[src/hw/rtl/assert_macros.svh]
// Assertion macros for the RTL files.
`ifndef ASSERT_MACROS_SVH
`define ASSERT_MACROS_SVH

// Check a property on every rising edge, ignored while reset is high.
`define ASSERT_CLK_RST(label, clk, rst, prop, msg) \
   label: assert property (@(posedge clk) disable iff (rst) (prop)) else $error(msg);

// Check a property on every rising edge, reset included.
`define ASSERT_CLK(label, clk, prop, msg) \
   label: assert property (@(posedge clk) (prop)) else $error(msg);

`endif

[src/hw/rtl/pfa_pkg.sv]
// ----------------------------------------------------------------------------
// Page frame allocator package
// Types, codes and fixed widths shared by the allocator modules.
// ----------------------------------------------------------------------------
`default_nettype none

package pfa_pkg;

   // Fixed field widths
   localparam int CNT_W    = 8;
   localparam int FRAME_W  = 12;
   localparam int LEN_W    = 13;
   localparam int CMD_W    = 2;
   localparam int STATUS_W = 2;

   // Command codes
   localparam logic [CMD_W-1:0] CMD_SEARCH = 2'd0;
   localparam logic [CMD_W-1:0] CMD_FIXED  = 2'd1;
   localparam logic [CMD_W-1:0] CMD_FREE   = 2'd2;

   // Status codes
   localparam logic [STATUS_W-1:0] STAT_DONE      = 2'd0;
   localparam logic [STATUS_W-1:0] STAT_NOT_FOUND = 2'd1;
   localparam logic [STATUS_W-1:0] STAT_RANGE     = 2'd2;

   // Sequencer states
   typedef enum logic [2:0] {
      ST_CLEAR,
      ST_IDLE,
      ST_SCAN,
      ST_BUMP,
      ST_RESP
   } state_type;

   // Count memory port strobes
   typedef struct packed {
      logic wr_en;
      logic rd_en;
   } mem_ctl_type;

endpackage

`default_nettype wire

[src/hw/rtl/pfa_count_alu.sv]
// ----------------------------------------------------------------------------
// Reference count unit
// Zero test and saturating increment or decrement of one count.
// ----------------------------------------------------------------------------
`default_nettype none

module pfa_count_alu (
   input  wire logic [pfa_pkg::CNT_W-1:0] count_value,
   input  wire logic                      up,
   output logic                           is_zero,
   output logic      [pfa_pkg::CNT_W-1:0] next_value
);
   import pfa_pkg::*;

   localparam logic [CNT_W-1:0] CNT_MAX = '1;

   assign is_zero = (count_value == '0);

   // Step the count, holding at both ends
   always_comb begin
      next_value = count_value;
      if (up) begin
         if (count_value != CNT_MAX) begin
            next_value = count_value + CNT_W'(1);
         end
      end else begin
         if (!is_zero) begin
            next_value = count_value - CNT_W'(1);
         end
      end
   end

endmodule

`default_nettype wire

[config.mk]
export PLATFORM = sky130hd
export DESIGN_NAME = pfa_count_alu
export DESIGN_NICKNAME = d
export VERILOG_FILES = /design/src/hw/rtl/assert_macros.svh /design/src/hw/rtl/pfa_pkg.sv /design/src/hw/rtl/pfa_count_alu.sv
export SDC_FILE = /design/constraint.sdc
export NUM_CORES = 1
export LEC_CHECK = 0
export ABC_CLOCK_PERIOD_IN_PS = 1330
export BUFFER_PORTS_ARGS = -buffer_cell sky130_fd_sc_hd__buf_2
export CAP_MARGIN = 20
export CELL_PAD_IN_SITES_DETAIL_PLACEMENT = 0
export CELL_PAD_IN_SITES_GLOBAL_PLACEMENT = 1
export CORE_UTILIZATION = 33
export DETAILED_ROUTE_END_ITERATION = 7
export MAX_ROUTING_LAYER = met4
export PLACE_DENSITY_LB_ADDON = 0.1
export SETUP_SLACK_MARGIN = 0.2
export SLEW_MARGIN = 20
export SYNTH_ARGS = -nofsm -noshare
export SYNTH_HDL_FRONTEND = slang
export SYNTH_SLANG_ARGS = --single-unit
[constraint.sdc]
create_clock -name vclk -period 1.33
set_clock_uncertainty 0.05 [all_clocks]
set_input_delay 0.133 -clock vclk [all_inputs]
set_output_delay 0.133 -clock vclk [all_outputs]
set_load 0.02 [all_outputs]
==> results of run 1 <==
==> final cells by class <==
cell class / count / area [um^2]
fillers: 84 / 236
inverters: 4 / 25.0
multi-input cells: 58 / 603
well taps: 15 / 18.8
repair buffers: 51 / 434
==> cells by family (layout without fill, tap and decap cells) <==
group / after synthesis / after routing / share of synthesized area (%)
buf+inv: 9 / 55 / 10.9
simple gates: 30 / 30 / 40.8
compound gates: 23 / 23 / 36.5
fa+ha+maj: 3 / 3 / 8.00
xor+xnor: 2 / 2 / 3.73
==> per-stage QoR <==
step / worst slack, ns / area, um^2 / cells / hold WS [ns]
6_report: -0.243 / 1080 / 128 / 0.625
5_1_grt: -0.302 / 1080 / 128 / 0.639
4_1_cts: -0.249 / 971 / 126 / 0.647
3_5_place_dp: -0.295 / 853 / 123 / 0.671
3_3_place_gp: -0.270 / 853 / 123 / 0.660
2_1_floorplan: -0.114 / 562 / 67 / 0.315
==> routing by layer <==
metal  global-route usage [%]  part of all wire (%)  vias up
met3                        0                   4.1        4
met4                        0                   1.5        0
met5                        -                     0        -
met1                     31.4                    42      343
li1                         -                     -      352
met2                     47.5                    53       25
==> cells in the mapped netlist <==
master,instances,share of area [%]
nor2_1,8,6.4
nand3_1,6,6.4
a21oi_1,4,4.3
nand2_1,4,3.2
ha_1,3,8.0
inv_1,3,2.4
nand4_1,3,4.0
o31ai_1,3,4.8
a31oi_1,2,2.7
buf_2,2,2.1
buf_6,2,4.8
nand2b_1,2,2.7
o22ai_1,2,2.7
a211oi_1,1,1.6
a21o_1,1,1.6
a221oi_1,1,1.9
a221oi_2,1,3.2
a22oi_1,1,1.6
a31oi_2,1,2.7
a32oi_1,1,1.9
clkbuf_1,1,0.80
inv_2,1,0.80
nor3_1,1,1.1
nor3b_1,1,1.6
nor4_1,1,1.3
nor4_4,1,4.5
nor4b_4,1,5.1
o211ai_1,1,1.6
o21a_1,1,1.6
o21ai_0,1,1.1
o21bai_1,1,1.6
o311ai_0,1,1.9
or3_4,1,2.4
or4b_1,1,2.1
xnor2_1,1,1.9
xor2_1,1,1.9
==> worst min-delay path by stage <==
stage                    from             to  slack, ns  cells after the start
2_1_floorplan  count_value[0]  next_value[0]       0.32                      1
3_3_place_gp   count_value[0]  next_value[0]       0.66                      4
5_1_grt        count_value[0]  next_value[0]       0.64                      4
6_report       count_value[0]  next_value[0]       0.62                      4
4_1_cts        count_value[2]  next_value[2]       0.65                      4
3_5_place_dp   count_value[0]  next_value[0]       0.67                      4
==> what timing repair did <==
item / CTS / global route
endpoints found under the setup margin: 9 / 9
hold buffers: 0 / 0
hold endpoints to repair: 0 / 0
buffers inserted: 3 / 2
gates resized for setup: 28 / 21
pin swaps: 9 / 11
==> power groups by stage <==
stage          Clock [mW]  Combinational, mW  Sequential (mW)
2_1_floorplan           0              0.145                0
3_3_place_gp            0              0.248                0
3_5_place_dp            0              0.253                0
4_1_cts                 0              0.288                0
5_1_grt                 0              0.340                0
6_report                0              0.323                0
==> metrics.md, run 1 <==
| Metric | Value |
|---|---|
| Initial core utilization | `approximately 36%` |
| Net Switching | `about 0.16 mW` |
| Final count of hold timing violations | `0` |
| CP max stage cell | `or4b_4` |
| Number of buffers and inverters on the critical path | `3` |
| Final core utilization | `between 80% and 90%` |
| Antenna Diode Count | `0` |
| Number of clock buffers in the layout | `0` |
| Worst-margin pin slew | `approximately 0.35 ns` |
| Netlist cell types | `36` |
| Status | `finished, violations left` |
| Most frequent cells in the layout | `buf_4 (33), nor2_1 (7), buf_2 (7)` |
| Largest delay share family, worst path | `simple AND/OR/NAND/NOR gates` |
| Slew Limit Fails | `0` |
| Final Wtd Congestion | `0.866` |
| Violated checks | `setup timing` |
| Overall Global Routing Usage | `about 25%` |
| Pwr/cell area | `299 nW/um^2` |
| Max-cap violation count | `0` |
| Switching share of power | `between 50% and 60%` |
| Layout cells sized above 1 | `between 70 and 80%` |
| Initial antenna violation count | `0` |
| CP endpoint | `next_value[4]` |
| RSZ-0062 raised after global routing | `true` |
| Area of the mapped netlist | `roughly 470 um^2` |
| Final Critical Period | `around 1.6 ns` |
| Sequential area share after synthesis | `0%` |
| Worst min-delay path class | `input pin to output pin` |
| Die width | `39.7 um` |
| Placeable core region | `approximately 1300 um^2` |
| Crit Path Max Fanout | `3` |
| Final worst setup slack | `-0.243 ns` |
| WL/cell | `approximately 16 um` |
| Vias in the first global route | `between 600 and 700` |
| Die height | `approximately 40 um` |
| Internal power | `approximately 0.16 mW` |
| Num rows | `13` |
| Crit path largest cell delay | `approximately 0.50 ns` |
| Crit path required time | `~1.2 ns` |
| Final total power | `roughly 0.32 mW` |
| Sequential Power Share | `0%` |
| Via count | `roughly 720` |
| GRT overflow | `0` |
| Clock Power Share | `0%` |
| Seq Cell Count | `0` |
| Combinational Power Share | `between 90% and 100%` |
| Critical setup path kind | `input pin to output pin` |
| Setup_tns | `-1.58 ns` |
| Sequential cell area | `0 um^2` |
| Largest net degree at the start of global routing | `11` |
| Die area | `1580 um^2` |
| Syn Nets | `approximately 80` |
| Syn_area_per_cell | `between 7 and 8 um^2` |
| Final setup fails | `9` |
| Startpoint class of the critical path | `input pin` |
| Final wirelength | `2.00 mm` |
| Top Ports | `18` |
| Critical path capture point type | `output pin` |
| Crit path depth | `7` |
| First-pass GRT wire length | `approximately 2.7 mm` |
| P_leak | `between 0.4 and 0.5 nW` |
| Most common cell after layout, fill and taps aside | `buf_4` |
| Via/cell ratio | `around 5.7` |
| Residual DRC count | `0` |
| Max Clk Rate | `between 600 and 700 MHz` |
| Crit-path cells | `buf_2 > buf_4 > or4b_4 > a21oi_2 > a31oi_2 > nor2_2 > buf_6` |
| 1st-iter DRT viols | `18` |
| Drt pass-1 iters | `4` |
| Fin crit share | `118%` |
| PortBufs | `18` |
| Synth warnings | `0` |
| Hpwl dp | `roughly 1.4 mm` |
| Worst Setup SP | `count_value[3]` |
| Layout area overhead | `130%` |
| Final ANT Viol Nets | `0` |
| Cells after Synth | `67` |
| Arrival @ worst endpoint | `around 1.4 ns` |
| Slew HR | `~76%` |
| Nets | `approximately 130` |
| Peak VDD IR | `0.000203 V` |
Power figures use the tool's default switching activity.
==> run 2: changes to the inputs <==
--- a/config.mk
+++ b/config.mk
@@ -14,8 +14,7 @@
 export DETAILED_ROUTE_END_ITERATION = 7
 export MAX_ROUTING_LAYER = met4
 export PLACE_DENSITY_LB_ADDON = 0.1
-export SETUP_SLACK_MARGIN = 0.2
-export SLEW_MARGIN = 20
+export SETUP_SLACK_MARGIN = 0.1
 export SYNTH_ARGS = -nofsm -noshare
 export SYNTH_HDL_FRONTEND = slang
 export SYNTH_SLANG_ARGS = --single-unit
==> metrics.md, run 2 (synthesized netlist as in run 1, its figures left out) <==
| Metric | Value |
|---|---|
| Via count | `around 740` |
| Arrival @ worst endpoint | `~1.5 ns` |
| Layout area overhead | `144%` |
| Met3 Track Usage GR | `0%` |
| Pwr/cell area | `between 300 and 400 nW/um^2` |
| Nets | `126` |
| Number of clock buffers in the layout | `0` |
| Final Wtd Congestion | `between 0.8 and 0.9` |
| Inst Count DP | `roughly 120` |
| Crit-path cells | `buf_8 > nor4_4 > buf_4 > a31oi_4 > a221oi_1 > a21oi_1 > buf_4` |
| Antenna Diode Count | `0` |
| Max-cap violation count | `0` |
| GRT overflow | `0` |
| Most common cell after layout, fill and taps aside | `buf_4` |
| Final Critical Period | `roughly 1.6 ns` |
| First-pass GRT wire length | `~2.8 mm` |
| Die width | `slightly below 40 um` |
| Area post-placement | `about 850 um^2` |
| Initial core utilization | `between 30% and 40%` |
| Crit Path Max Fanout | `7` |
| Seq Cell Count | `0` |
| Worst min-delay path class | `input pin to output pin` |
| Most frequent cells in the layout | `buf_4 (29), buf_6 (12), nor2_1 (6)` |
| Die height | `between 30 and 40 um` |
| Sequential cell area | `0 um^2` |
| GR Util met2 | `roughly half` |
| CP max stage cell | `a221oi_1` |
| Crit path required time | `roughly 1.2 ns` |
| WL/cell | `16.5 um` |
| Cell mode on critical path | `buf_4` |
| Top Ports | `18` |
| Slew Limit Fails | `0` |
| Die area | `approximately 1600 um^2` |
| Critical setup path kind | `input pin to output pin` |
| Peak VDD IR | `~0.00019 V` |
| Final ANT Viol Nets | `0` |
| Hpwl dp | `between 1 and 1.5 mm` |
| Final core utilization | `86.8%` |
| Residual DRC count | `0` |
| Startpoint class of the critical path | `input pin` |
| RSZ-0062 raised after global routing | `true` |
| Fillers | `60` |
| Final total power | `0.349 mW` |
| Crit path largest cell delay | `0.32 ns` |
| Largest net degree at the start of global routing | `10` |
| Fin crit share | `124%` |
| Cell Count, Final, Fillers Out | `roughly 130` |
| M1 GR Usage | `approximately a third` |
| Slew HR | `72.7%` |
| PortBufs | `18` |
| Layout cells sized above 1 | `between 70% and 80%` |
| Critical path capture point type | `output pin` |
| Placeable core region | `1320 um^2` |
| Final setup fails | `9` |
| Violated checks | `setup timing` |
| Status | `finished, violations left` |
| Pre-CTS setup slack | `-0.316 ns` |
| Hold_buf cts | `0` |
| Gr busiest metal | `met2` |
| P_leak | `around 0.45 nW` |
| Post-route cell area | `roughly 1100 um^2` |
| 1st-iter DRT viols | `18` |
| Num rows | `13` |
| Via/cell ratio | `slightly below 6` |
| Overall Global Routing Usage | `around a quarter` |
| Final count of hold timing violations | `0` |
| Drt pass-1 iters | `4` |
| Hold_ws | `between 0.6 and 0.7 ns` |
| Initial antenna violation count | `0` |
| Worst-margin pin slew | `slightly above 0.4 ns` |
| Final wirelength | `between 2 and 2.5 mm` |
| Setup_tns | `-1.80 ns` |
| Vias in the first global route | `roughly 640` |
| Final worst setup slack | `-0.319 ns` |
| Max Clk Rate | `around 600 MHz` |
==> run 2: path summary, 6_finish.rpt <==
check / start / endpoint / slack (ns) / cells after the start
hold / removal: count_value[0] / next_value[0] / 0.63 / 4
setup / recovery: count_value[4] / next_value[2] / -0.32 / 7
==> run 2: layer usage <==
layer | wire length [um] | share of wire [%]
met1 | 850 | 41
met2 | 1130 | 54
met3 | 90 | 4.3
met4 | 23 | 1.1
met5 | 0 | 0
==> run 2: timing repair <==
item / CTS / global route
gates resized for setup: 47 / 16
pin swaps: 14 / 6
setup endpoints to repair: 9 / 9
setup buffers: 2 / 2
==> run 2: layout make-up <==
class                      instances  area [um^2]  area share, %
inverter                           4         37.5           3.28
timing repair buffer              50          463           40.5
tap                               15         18.8           1.64
multi-input combinational         58          624           54.6
==> run 2: report_power, final <==
part           switching, mW  internal, mW
combinational          0.176         0.172
sequential                 0             0
clock                      0             0
==> run 2: worst max-delay path, delay by kind of cell <==
kind	cells	cell delay (ns)
AOI/OAI and AO/OA	3	0.60
buffers and inverters	3	0.48
and+or+nand+nor	1	0.26
