<file path="config.mk">
export PLATFORM = sky130hd
export DESIGN_NAME = pfa_ctrl
export DESIGN_NICKNAME = d
export VERILOG_FILES = /design/src/hw/rtl/pfa_pkg.sv /design/src/hw/rtl/pfa_ctrl.sv
export VERILOG_INCLUDE_DIRS = /design/src /design/src/hw/rtl
export SDC_FILE = /design/constraint.sdc
export NUM_CORES = 1
export LEC_CHECK = 0
export ABC_CLOCK_PERIOD_IN_PS = 3450
export BUFFER_PORTS_ARGS = -buffer_cell sky130_fd_sc_hd__buf_2
export CELL_PAD_IN_SITES_DETAIL_PLACEMENT = 1
export CELL_PAD_IN_SITES_GLOBAL_PLACEMENT = 1
export CORE_ASPECT_RATIO = 0.75
export CORE_MARGIN = 2
export CORE_UTILIZATION = 40
export DETAILED_ROUTE_END_ITERATION = 10
export PLACE_DENSITY_LB_ADDON = 0.1
export SETUP_SLACK_MARGIN = 0.02
export SLEW_MARGIN = 10
export SYNTH_ARGS = -nofsm -noshare
export SYNTH_HDL_FRONTEND = slang
export SYNTH_SLANG_ARGS = --single-unit
export TNS_END_PERCENT = 10
</file>
<file path="constraint.sdc">
create_clock -name clock -period 3.45 [get_ports clock]
set_input_delay 0.345 -clock clock [delete_from_list [all_inputs] [get_ports clock]]
set_output_delay 0.345 -clock clock [all_outputs]
set_load 0.02 [all_outputs]
</file>
<file path="src/hw/rtl/assert_macros.svh">
// Assertion macros for the RTL files.
`ifndef ASSERT_MACROS_SVH
`define ASSERT_MACROS_SVH

// Check a property on every rising edge, ignored while reset is high.
`define ASSERT_CLK_RST(label, clk, rst, prop, msg) \
   label: assert property (@(posedge clk) disable iff (rst) (prop)) else $error(msg);

// Check a property on every rising edge, reset included.
`define ASSERT_CLK(label, clk, prop, msg) \
   label: assert property (@(posedge clk) (prop)) else $error(msg);

`endif

</file>
<file path="src/hw/rtl/pfa_pkg.sv">
// ----------------------------------------------------------------------------
// Page frame allocator package
// Types, codes and fixed widths shared by the allocator modules.
// ----------------------------------------------------------------------------
`default_nettype none

package pfa_pkg;

   // Fixed field widths
   localparam int CNT_W    = 8;
   localparam int FRAME_W  = 12;
   localparam int LEN_W    = 13;
   localparam int CMD_W    = 2;
   localparam int STATUS_W = 2;

   // Command codes
   localparam logic [CMD_W-1:0] CMD_SEARCH = 2'd0;
   localparam logic [CMD_W-1:0] CMD_FIXED  = 2'd1;
   localparam logic [CMD_W-1:0] CMD_FREE   = 2'd2;

   // Status codes
   localparam logic [STATUS_W-1:0] STAT_DONE      = 2'd0;
   localparam logic [STATUS_W-1:0] STAT_NOT_FOUND = 2'd1;
   localparam logic [STATUS_W-1:0] STAT_RANGE     = 2'd2;

   // Sequencer states
   typedef enum logic [2:0] {
      ST_CLEAR,
      ST_IDLE,
      ST_SCAN,
      ST_BUMP,
      ST_RESP
   } state_type;

   // Count memory port strobes
   typedef struct packed {
      logic wr_en;
      logic rd_en;
   } mem_ctl_type;

endpackage

`default_nettype wire

</file>
<file path="src/hw/rtl/pfa_ctrl.sv">
// ----------------------------------------------------------------------------
// Allocator sequencer
// Clears the counts after reset, scans for free runs and steps run counts.
// ----------------------------------------------------------------------------
`default_nettype none

module pfa_ctrl #(
   parameter int NUM_FRAMES = 4096
) (
   input  wire logic                               clock,
   input  wire logic                               reset,
   // request
   input  wire logic                               req_tvalid,
   output logic                                    req_tready,
   input  wire logic [pfa_pkg::CMD_W-1:0]          req_command,
   input  wire logic [pfa_pkg::FRAME_W-1:0]        req_frame_number,
   input  wire logic [pfa_pkg::LEN_W-1:0]          req_frame_count,
   // response
   output logic                                    rsp_tvalid,
   input  wire logic                               rsp_tready,
   output logic      [pfa_pkg::STATUS_W-1:0]       rsp_status,
   output logic      [pfa_pkg::FRAME_W-1:0]        rsp_first_frame,
   // count memory and count unit
   output pfa_pkg::mem_ctl_type                    mem_ctl,
   output logic      [$clog2(NUM_FRAMES)-1:0]      wr_addr,
   output logic      [pfa_pkg::CNT_W-1:0]          wr_data,
   output logic      [$clog2(NUM_FRAMES)-1:0]      rd_addr,
   output logic                                    alu_up,
   input  wire logic                               alu_is_zero,
   input  wire logic [pfa_pkg::CNT_W-1:0]          alu_next_value
);
   import pfa_pkg::*;

   localparam int FW = $clog2(NUM_FRAMES);
   localparam int XW = (FW + 1 > LEN_W + 1) ? FW + 1 : LEN_W + 1;
   localparam logic [XW-1:0] NUM_X  = XW'(NUM_FRAMES);
   localparam logic [XW-1:0] LAST_X = XW'(NUM_FRAMES - 1);

   state_type             state_ff, state_in;
   logic [XW-1:0]         pos_ff, pos_in;
   logic [XW-1:0]         cnt_ff, cnt_in;
   logic [XW-1:0]         run_ff, run_in;
   logic [XW-1:0]         first_ff, first_in;
   logic [FW-1:0]         rdpos_ff, rdpos_in;
   logic                  rdv_ff, rdv_in;
   logic                  up_ff, up_in;
   logic                  pass2_ff, pass2_in;
   logic [STATUS_W-1:0]   status_ff, status_in;
   logic                  rsp_valid_ff, rsp_valid_in;
   logic [STATUS_W-1:0]   rsp_status_ff, rsp_status_in;
   logic [FRAME_W-1:0]    rsp_first_ff, rsp_first_in;
   logic                  issue;
   logic [XW-1:0]         req_frame_x;
   logic [XW-1:0]         req_count_x;

   assign req_frame_x = XW'(req_frame_number);
   assign req_count_x = XW'(req_frame_count);

   // Control registers
   always_ff @(posedge clock) begin
      if (reset) begin
         state_ff     <= ST_CLEAR;
         pos_ff       <= '0;
         rdv_ff       <= 1'b0;
         rsp_valid_ff <= 1'b0;
      end else begin
         state_ff     <= state_in;
         pos_ff       <= pos_in;
         rdv_ff       <= rdv_in;
         rsp_valid_ff <= rsp_valid_in;
      end
   end

   // Working and result registers
   always_ff @(posedge clock) begin
      cnt_ff        <= cnt_in;
      run_ff        <= run_in;
      first_ff      <= first_in;
      rdpos_ff      <= rdpos_in;
      up_ff         <= up_in;
      pass2_ff      <= pass2_in;
      status_ff     <= status_in;
      rsp_status_ff <= rsp_status_in;
      rsp_first_ff  <= rsp_first_in;
   end

   // Next state and memory strobes
   always_comb begin
      state_in      = state_ff;
      pos_in        = pos_ff;
      cnt_in        = cnt_ff;
      run_in        = run_ff;
      first_in      = first_ff;
      rdpos_in      = rdpos_ff;
      rdv_in        = rdv_ff;
      up_in         = up_ff;
      pass2_in      = pass2_ff;
      status_in     = status_ff;
      rsp_valid_in  = rsp_valid_ff && !rsp_tready;
      rsp_status_in = rsp_status_ff;
      rsp_first_in  = rsp_first_ff;
      mem_ctl       = '0;
      wr_addr       = rdpos_ff;
      wr_data       = alu_next_value;
      rd_addr       = pos_ff[FW-1:0];
      req_tready    = 1'b0;
      issue         = 1'b0;

      case (state_ff)
         // Sweep zeros through the count memory
         ST_CLEAR: begin
            mem_ctl.wr_en = 1'b1;
            wr_addr       = pos_ff[FW-1:0];
            wr_data       = '0;
            if (pos_ff == LAST_X) begin
               pos_in   = '0;
               state_in = ST_IDLE;
            end else begin
               pos_in = pos_ff + XW'(1);
            end
         end

         // Take a request and decode it
         ST_IDLE: begin
            req_tready = 1'b1;
            if (req_tvalid) begin
               up_in    = (req_command == CMD_FIXED);
               cnt_in   = req_count_x;
               pos_in   = req_frame_x;
               run_in   = '0;
               rdv_in   = 1'b0;
               first_in = '0;
               pass2_in = (req_frame_number != '0);
               case (req_command)
                  CMD_SEARCH: begin
                     if (req_frame_count == '0) begin
                        status_in = STAT_DONE;
                        first_in  = req_frame_x;
                        state_in  = ST_RESP;
                     end else if (req_count_x > NUM_X) begin
                        status_in = STAT_RANGE;
                        state_in  = ST_RESP;
                     end else begin
                        up_in    = 1'b1;
                        state_in = ST_SCAN;
                     end
                  end
                  CMD_FIXED, CMD_FREE: begin
                     if (req_frame_x + req_count_x > NUM_X) begin
                        status_in = STAT_RANGE;
                        state_in  = ST_RESP;
                     end else begin
                        status_in = STAT_DONE;
                        if (req_command == CMD_FIXED) begin
                           first_in = req_frame_x;
                        end
                        state_in = ST_BUMP;
                     end
                  end
                  default: begin
                     status_in = STAT_RANGE;
                     state_in  = ST_RESP;
                  end
               endcase
            end
         end

         // Read one count per cycle and track the current free run
         ST_SCAN: begin
            issue = (pos_ff < NUM_X);
            if (issue) begin
               mem_ctl.rd_en = 1'b1;
               pos_in        = pos_ff + XW'(1);
            end
            rdv_in   = issue;
            rdpos_in = pos_ff[FW-1:0];
            if (rdv_ff) begin
               if (alu_is_zero) begin
                  if (run_ff == '0) begin
                     first_in = XW'(rdpos_ff);
                  end
                  run_in = run_ff + XW'(1);
                  if (run_ff + XW'(1) >= cnt_ff) begin
                     // Run complete: step it from its first frame
                     status_in = STAT_DONE;
                     pos_in    = (run_ff == '0) ? XW'(rdpos_ff) : first_ff;
                     rdv_in    = 1'b0;
                     state_in  = ST_BUMP;
                  end
               end else begin
                  run_in = '0;
               end
            end else if (!issue) begin
               if (pass2_ff) begin
                  // Wrap once to frame zero
                  pos_in   = '0;
                  run_in   = '0;
                  pass2_in = 1'b0;
               end else begin
                  status_in = STAT_NOT_FOUND;
                  first_in  = '0;
                  state_in  = ST_RESP;
               end
            end
         end

         // Read, adjust and write back one count per cycle
         ST_BUMP: begin
            if (cnt_ff != '0) begin
               mem_ctl.rd_en = 1'b1;
               pos_in        = pos_ff + XW'(1);
               cnt_in        = cnt_ff - XW'(1);
               rdv_in        = 1'b1;
               rdpos_in      = pos_ff[FW-1:0];
            end else begin
               rdv_in = 1'b0;
            end
            if (rdv_ff) begin
               mem_ctl.wr_en = 1'b1;
            end
            if (cnt_ff == '0 && !rdv_ff) begin
               state_in = ST_RESP;
            end
         end

         // Hand the result to the output register once it is free
         ST_RESP: begin
            if (!rsp_valid_ff || rsp_tready) begin
               rsp_valid_in  = 1'b1;
               rsp_status_in = status_ff;
               rsp_first_in  = first_ff[FRAME_W-1:0];
               state_in      = ST_IDLE;
            end
         end

         default: begin
            state_in = ST_IDLE;
         end
      endcase
   end

   assign alu_up          = up_ff;
   assign rsp_tvalid      = rsp_valid_ff;
   assign rsp_status      = rsp_status_ff;
   assign rsp_first_frame = rsp_first_ff;

`include "assert_macros.svh"

   `ASSERT_CLK_RST(a_rw_apart, clock, reset,
      (mem_ctl.wr_en && mem_ctl.rd_en) |-> (wr_addr != rd_addr),
      "count memory read and write hit the same frame")
   `ASSERT_CLK_RST(a_one_at_a_time, clock, reset,
      (req_tvalid && req_tready) |=> !req_tready,
      "request taken while another is in progress")
   `ASSERT_CLK_RST(a_scan_bounds, clock, reset,
      (state_ff == ST_SCAN) |-> ((run_ff < cnt_ff) && (pos_ff <= NUM_X)),
      "scan run length or position out of bounds")
   `ASSERT_CLK_RST(a_no_write_idle, clock, reset,
      (state_ff == ST_IDLE || state_ff == ST_RESP) |-> !mem_ctl.wr_en,
      "count written outside clear or run update")

endmodule

`default_nettype wire

</file>
==> run metrics, run 1 <==
core footprint=about 16,000 um2; ys flop type=edfxtp_1; unique cell type count in the Yosys netlist=a little over 80; Setup crit end kind=flop; Max Slew Vio Count=0; drc violations=0; most area-consuming cells after synthesis=edfxtp_1, ha_1, dfxtp_1; htree depth=3; Initial Util=0.4075; GR Overflow Total=0; CTS Hold Bufs=0; Worst Hold Class=primary input to flop; Multi-input gate area=~3700 um2; Die Span Y=about 110 um; final hold slack=307.9 ps; synthesized net count=~800; drt first pass iters=5; DR vias=between 6,000 and 7,000; Antenna Cells=0; Synth Warn #=0; skew final=approximately 6.1 ps; Detail Placement HPWL=between 15 and 20 mm; DR iter-0 viols=484; Die ar.=roughly 17,000 um2; share of cells above drive strength 1=0.2479; sequential area share after synthesis=0.3921; Synth area leader=edfxtp_1; post-layout util=0.4851; pwr dens=317.6 nW/um2; antenna viol nets, final=0; fin nets=slightly below 900; first-pass GRT wire length=around 35 mm; Die X=approximately 150 um; Clock Latency Late Sink=350 ps; flop-to-flop setup slack=110 ps; number of global-route vias before repair=between 5,000 and 6,000; number of synthesized register bits=91; CP required=between 3000 and 4000 ps; CTS tree=yes; max-cap violations=0; Layout Area Growth over Synthesis=19.06%; initial antenna violation count=0; vias per cell=roughly 6; # port buffers=90; Mapped Cells=706; EDFF count, synth=72; minimum clock period after layout=3336 ps; unrepaired setup endpoints after global routing=true; Fin. Hold Viols=0; maximum VDD drop=about 0.24 mV; CP Class=flop to flop; synthesized area per cell=a little over 9 um2; GRT Total Usage=0.2679; status=finished, final reports clean; Filler Cell Count=between 1,500 and 2,000; post-synth top area share=0.3334; most common cell after layout, fill and taps aside=buf_2; Register Area=around 2500 um2; CTS root buffer=clkbuf_16; ys async rst share=0; Syn Std Cell Area=6485 um2; CP Max Fanout=5; wire per inst=22.65 um; CP arrival=3580 ps; largest net degree at the start of global routing=23; Fmax=roughly 300 MHz; Slew HR=0.3324; CP Launch Type=flop; Least-Margin Pin Slew=between 1000 and 1500 ps; CTS Buf Count=9; most frequent cells in the layout=buf_2, nand2_1, edfxtp_1; endpoints failing setup=0; clk slew on worst S/H paths=around 70 ps; Final GP Congestion=around 0.89; row cnt=40; maximum clock path buffer count=2; CTS sink count=roughly 90; WL final=23.22 mm; Ports=between 90 and 100; Leakage=3.325 nW; Tcrit/Tclk final=0.9670
-- synth_stat cells, types with 5 or more instances --
library cell,instances
edfxtp_1,72
a211oi_1,5
nand2b_1,6
a21oi_1,29
a21o_1,20
nand4_1,12
a221oi_1,6
nor3_1,17
a31oi_1,10
inv_1,34
mux2_2,12
o21ai_0,30
nand3_1,20
nor2b_1,23
mux2i_1,13
xor2_1,8
nor2_1,69
o211ai_1,8
buf_4,13
and3_1,14
ha_1,33
xnor2_1,22
clkbuf_1,22
nor4_1,13
dfxtp_1,19
and4_1,5
nand2_1,82
-- path summary, 6_finish.rpt --
kind,start,end,cells past startpoint
min,rsp_tready,rsp_tvalid$_SDFF_PP0_,3
max reg2reg,run_ff[3]$_SDFFCE_PN0P_,state_ff[1]$_SDFFE_PP0P_,15
min reg2reg,status_ff[1]$_SDFFCE_PP0P_,rsp_status[1]$_DFFE_PP_,0
max,run_ff[3]$_SDFFCE_PN0P_,state_ff[1]$_SDFFE_PP0P_,15
-- logic make-up (layout without fill, tap and decap cells) --
kind of cell             count (synthesis)  in the layout  synth area share
flip-flops                              91             91            0.3920
AND/OR/NAND/NOR                        283            283            0.2142
buffers and inverters                   77            186           0.05518
AO/OA/AOI/OAI                          166            166            0.1904
adder cells (fa/ha/maj)                 34             34           0.06676
XOR/XNOR                                30             30           0.04052
multiplexers                            25             25           0.04090
-- layout make-up --
type / count / share of cell area
tap: 210 / 0.03403
timing repair buffer: 135 / 0.1055
clock inverter: 7 / 0.007940
sequential: 91 / 0.3293
clock buffer: 9 / 0.02917
inverter: 35 / 0.01702
multi-input combinational: 538 / 0.4771
-- layer usage --
layer  track usage  part of all wire  up-vias
met1        0.4022              0.49     2981
li1              -                 -     2812
met5             0                 0        -
met3       0.04422             0.058       27
met4       0.06293             0.018        0
met2        0.4033              0.43      184
-- timing repair --
item,in CTS,in global routing
pin swaps,0,9
setup endpoints to repair,1,17
setup buffers,2,14
hold endpoints to repair,0,0
gates cloned,0,1
gates resized for setup,1,19
-- flip-flops by register name, indices dropped and copies added, names as in the netlist --
signal / cells
status_ff: 2
pass2_ff: 1
rdv_ff: 1
run_ff: 14
alu_up: 1
rsp_status: 2
state_ff: 3
rsp_tvalid: 1
pos_ff: 14
cnt_ff: 14
rsp_first_frame: 12
rdpos_ff: 12
first_ff: 14
-- through the flow --
| stage | power, mW | instances | instance area [um2] | TNS, ps | setup WS, ps |
|---|---|---|---|---|---|
| after floorplan | 1.379 | 706 | 6485 | 0 | 317.2 |
| after global placement | 1.480 | 992 | 7203 | 0 | 190.6 |
| after detailed placement | 1.486 | 992 | 7203 | 0 | 2.728 |
| after CTS | 2.467 | 1010 | 7507 | 0 | 37.36 |
| after global routing | 2.537 | 1025 | 7721 | -638.4 | -119.6 |
| final | 2.452 | 1025 | 7721 | 0 | 113.9 |
-- report_power, final --
| group | internal (mW) | switching, mW | total (mW) |
|---|---|---|---|
| combinational | 0.110 | 0.182 | 0.292 |
| sequential | 1.17 | 0.00172 | 1.17 |
| clock | 0.502 | 0.483 | 0.986 |
| total | 1.79 | 0.667 | 2.45 |
-- worst max-delay path: stages, from the launching register on --
cell	delay, ps
edfxtp_1	460
nand3_4	130
nor4_4	280
buf_4	170
nand2_1	90
xnor2_2	170
ha_4	290
and3_4	190
nand3_1	80
o31a_1	270
buf_4	150
a21oi_4	180
and3_2	260
nor3b_1	60
a41o_1	230
a31o_2	210
Note: power is estimated with default switching activity, not from simulation.
==> run 2, diff against run 1 <==
- CORE_ASPECT_RATIO: 0.75 -> unset
- SETUP_SLACK_MARGIN: 0.02 -> 0.3
==> run metrics, run 2 (synthesis results as in run 1) <==
Fin. Hold Viols=0 (unchanged); Fmax=311.5 MHz (+3.9%); minimum clock period after layout=3210 ps (-125.6 ps); Register Area=2542 um2 (unchanged); setup total negative slack=0 ps (unchanged); CTS tree=yes; endpoints failing setup=0 (unchanged); largest net degree at the start of global routing=23 (unchanged); skew final=8.265 ps (+2.135 ps); Most common cell on crit path=nand2_2; CP arrival=3490 ps (-90 ps); DR iter-0 viols=378 (-22%); Die X=131.3 um (-13%); number of global-route vias before repair=6,123 (+3.1%); initial antenna violation count=0 (unchanged); worst setup margin=239.5 ps (+125.6 ps); pwr dens=319.3 nW/um2 (+0.52%); maximum clock path buffer count=2 (unchanged); Leakage=3.317 nW (-0.24%); fin nets=878 (-0.68%); Detail Placement HPWL=15.56 mm (-9.5%); vias per cell=5.803 (-0.93%); Worst Hold Class=primary input to flop; CTS sink count=91 (unchanged); Final GP Congestion=0.8739 (-1.4%); antenna viol nets, final=0 (unchanged); share of cells above drive strength 1=0.2596 (+0.01173); CP max stage cell=edfxtp_1; unrepaired setup endpoints after global routing=true; most frequent cells in the layout=buf_2, nand2_1, edfxtp_1; design area=7722 um2 (about the same); CP Max Fanout=5 (unchanged); drc violations=0 (unchanged); CP peak stage delay=370 ps (-90 ps); CP Launch Type=flop; CP Class=flop to flop; Filler Cell Count=1,896 (+2.7%); CTS Buf Count=9 (unchanged); WL final=21.31 mm (-8.2%); Crit path buffers/inverters=2 (unchanged); DP Area=7151 um2 (-0.73%); final hold slack=308.0 ps (+0.1000 ps); max-cap violations=0 (unchanged); DR vias=5,948 (-0.93%); Multi-input gate area=3724 um2 (+1.1%); maximum VDD drop=0.2208 mV (-6.8%); Die ar.=17,250 um2 (about the same); CP Cell Sequence=nand3_2 -> buf_4 -> nor2_2 -> nand2_2 -> xnor2_2 -> ha_1 -> a21o_1 -> a221oi_2 -> o31a_1 -> o21ai_2 -> a21boi_2 -> buf_6 -> nand2_2 -> a211o_1 -> a211oi_2; Clock Latency Late Sink=360 ps (about the same); Slew HR=0.4599 (+0.1275); CTS root buffer=clkbuf_16; drt first pass iters=5 (unchanged); row cnt=46 (+15%); Least-Margin Pin Slew=810.1 ps (-191.2 ps); status=finished, final reports clean; Setup crit end kind=flop; Design Power=2.466 mW (+0.54%); htree depth=3 (unchanged); core footprint=15,890 um2 (-0.19%); CP required=3730 ps (+40 ps); GR Overflow Total=0 (unchanged); clk slew on worst S/H paths=70 ps (about the same); Tcrit/Tclk final=0.9306 (-0.03642); Max Slew Vio Count=0 (unchanged); first-pass GRT wire length=33.93 mm (-2.5%); Antenna Cells=0 (unchanged); GRT Total Usage=0.2485 (-0.01948); # port buffers=90 (unchanged); Ports=91 (unchanged); Initial Util=0.4082 (+0.0007703); Top delay family on crit path=compound AO/OA/AOI/OAI gates; Layout Area Growth over Synthesis=19.08% (about the same); pre-CTS WS=77.53 ps (+74.80 ps); Die Span Y=131.3 um (+15%); most common cell after layout, fill and taps aside=buf_2; wire per inst=20.79 um (-8.2%)
## run 2: changes by cell type in the layout (fill, tap and decap cells not counted), sizes merged
| cell | delta |
|---|---|
| buf | -6 |
| bufinv | +1 |
| clkinv | +1 |
| clkinvlp | -1 |
| inv | -1 |
## run 2: layout make-up
class | count | share of cell area
Clock buffer | 9 | 0.02916
Clock inverter | 7 | 0.008587
Inverter | 35 | 0.01701
Multi-Input combinational cell | 538 | 0.4822
Sequential cell | 91 | 0.3292
Tap cell | 216 | 0.03500
Timing Repair Buffer | 129 | 0.09883
## run 2: layer usage
metal	vias up	wire (um)	GRT usage
met5	-	0	0
met4	0	656	0.09300
met3	40	1253	0.05826
met2	192	9600	0.3845
met1	2917	9795	0.3388
li1	2799	-	-
## run 2: tightest hold or removal path: cells and delay by family
family | cells | cell delay (ps)
compound gates | 1 | 70
simple gates | 1 | 130
buf+inv | 1 | 70
## run 2: power breakdown
part / switching (mW) / total, mW / internal (mW)
Sequential: 0.00221 / 1.18 / 1.17
Clock: 0.446 / 1.01 / 0.561
Combinational: 0.174 / 0.283 / 0.109
Total: 0.622 / 2.47 / 1.84
## run 2: worst paths after layout
path / from / endpoint / slack [ps] / depth (start not counted)
setup / recovery: run_ff[3]$_SDFFCE_PN0P_ / pos_ff[6]$_SDFFE_PP0P_ / 240 / 15
hold / removal: rsp_tready / rsp_tvalid$_SDFF_PP0_ / 310 / 3
setup reg to reg: run_ff[3]$_SDFFCE_PN0P_ / pos_ff[6]$_SDFFE_PP0P_ / 240 / 15
hold reg to reg: status_ff[1]$_SDFFCE_PP0P_ / rsp_status[1]$_DFFE_PP_ / 440 / 0
## run 2: repair_timing
action	in CTS	in global routing
pin swaps	6	12
cloned	1	0
hold buffers	0	0
buffers inserted	12	6
resized for setup	17	21
setup endpoints to repair	11	17
endpoints found under the hold margin	0	0
## run 2: per-stage QoR
step / cells / utilization
floorplan: 706 / -
global placement: 990 / 0.4501
detailed placement: 990 / 0.4501
CTS: 1019 / 0.4786
global route: 1025 / 0.4861
finish: 1025 / 0.4861
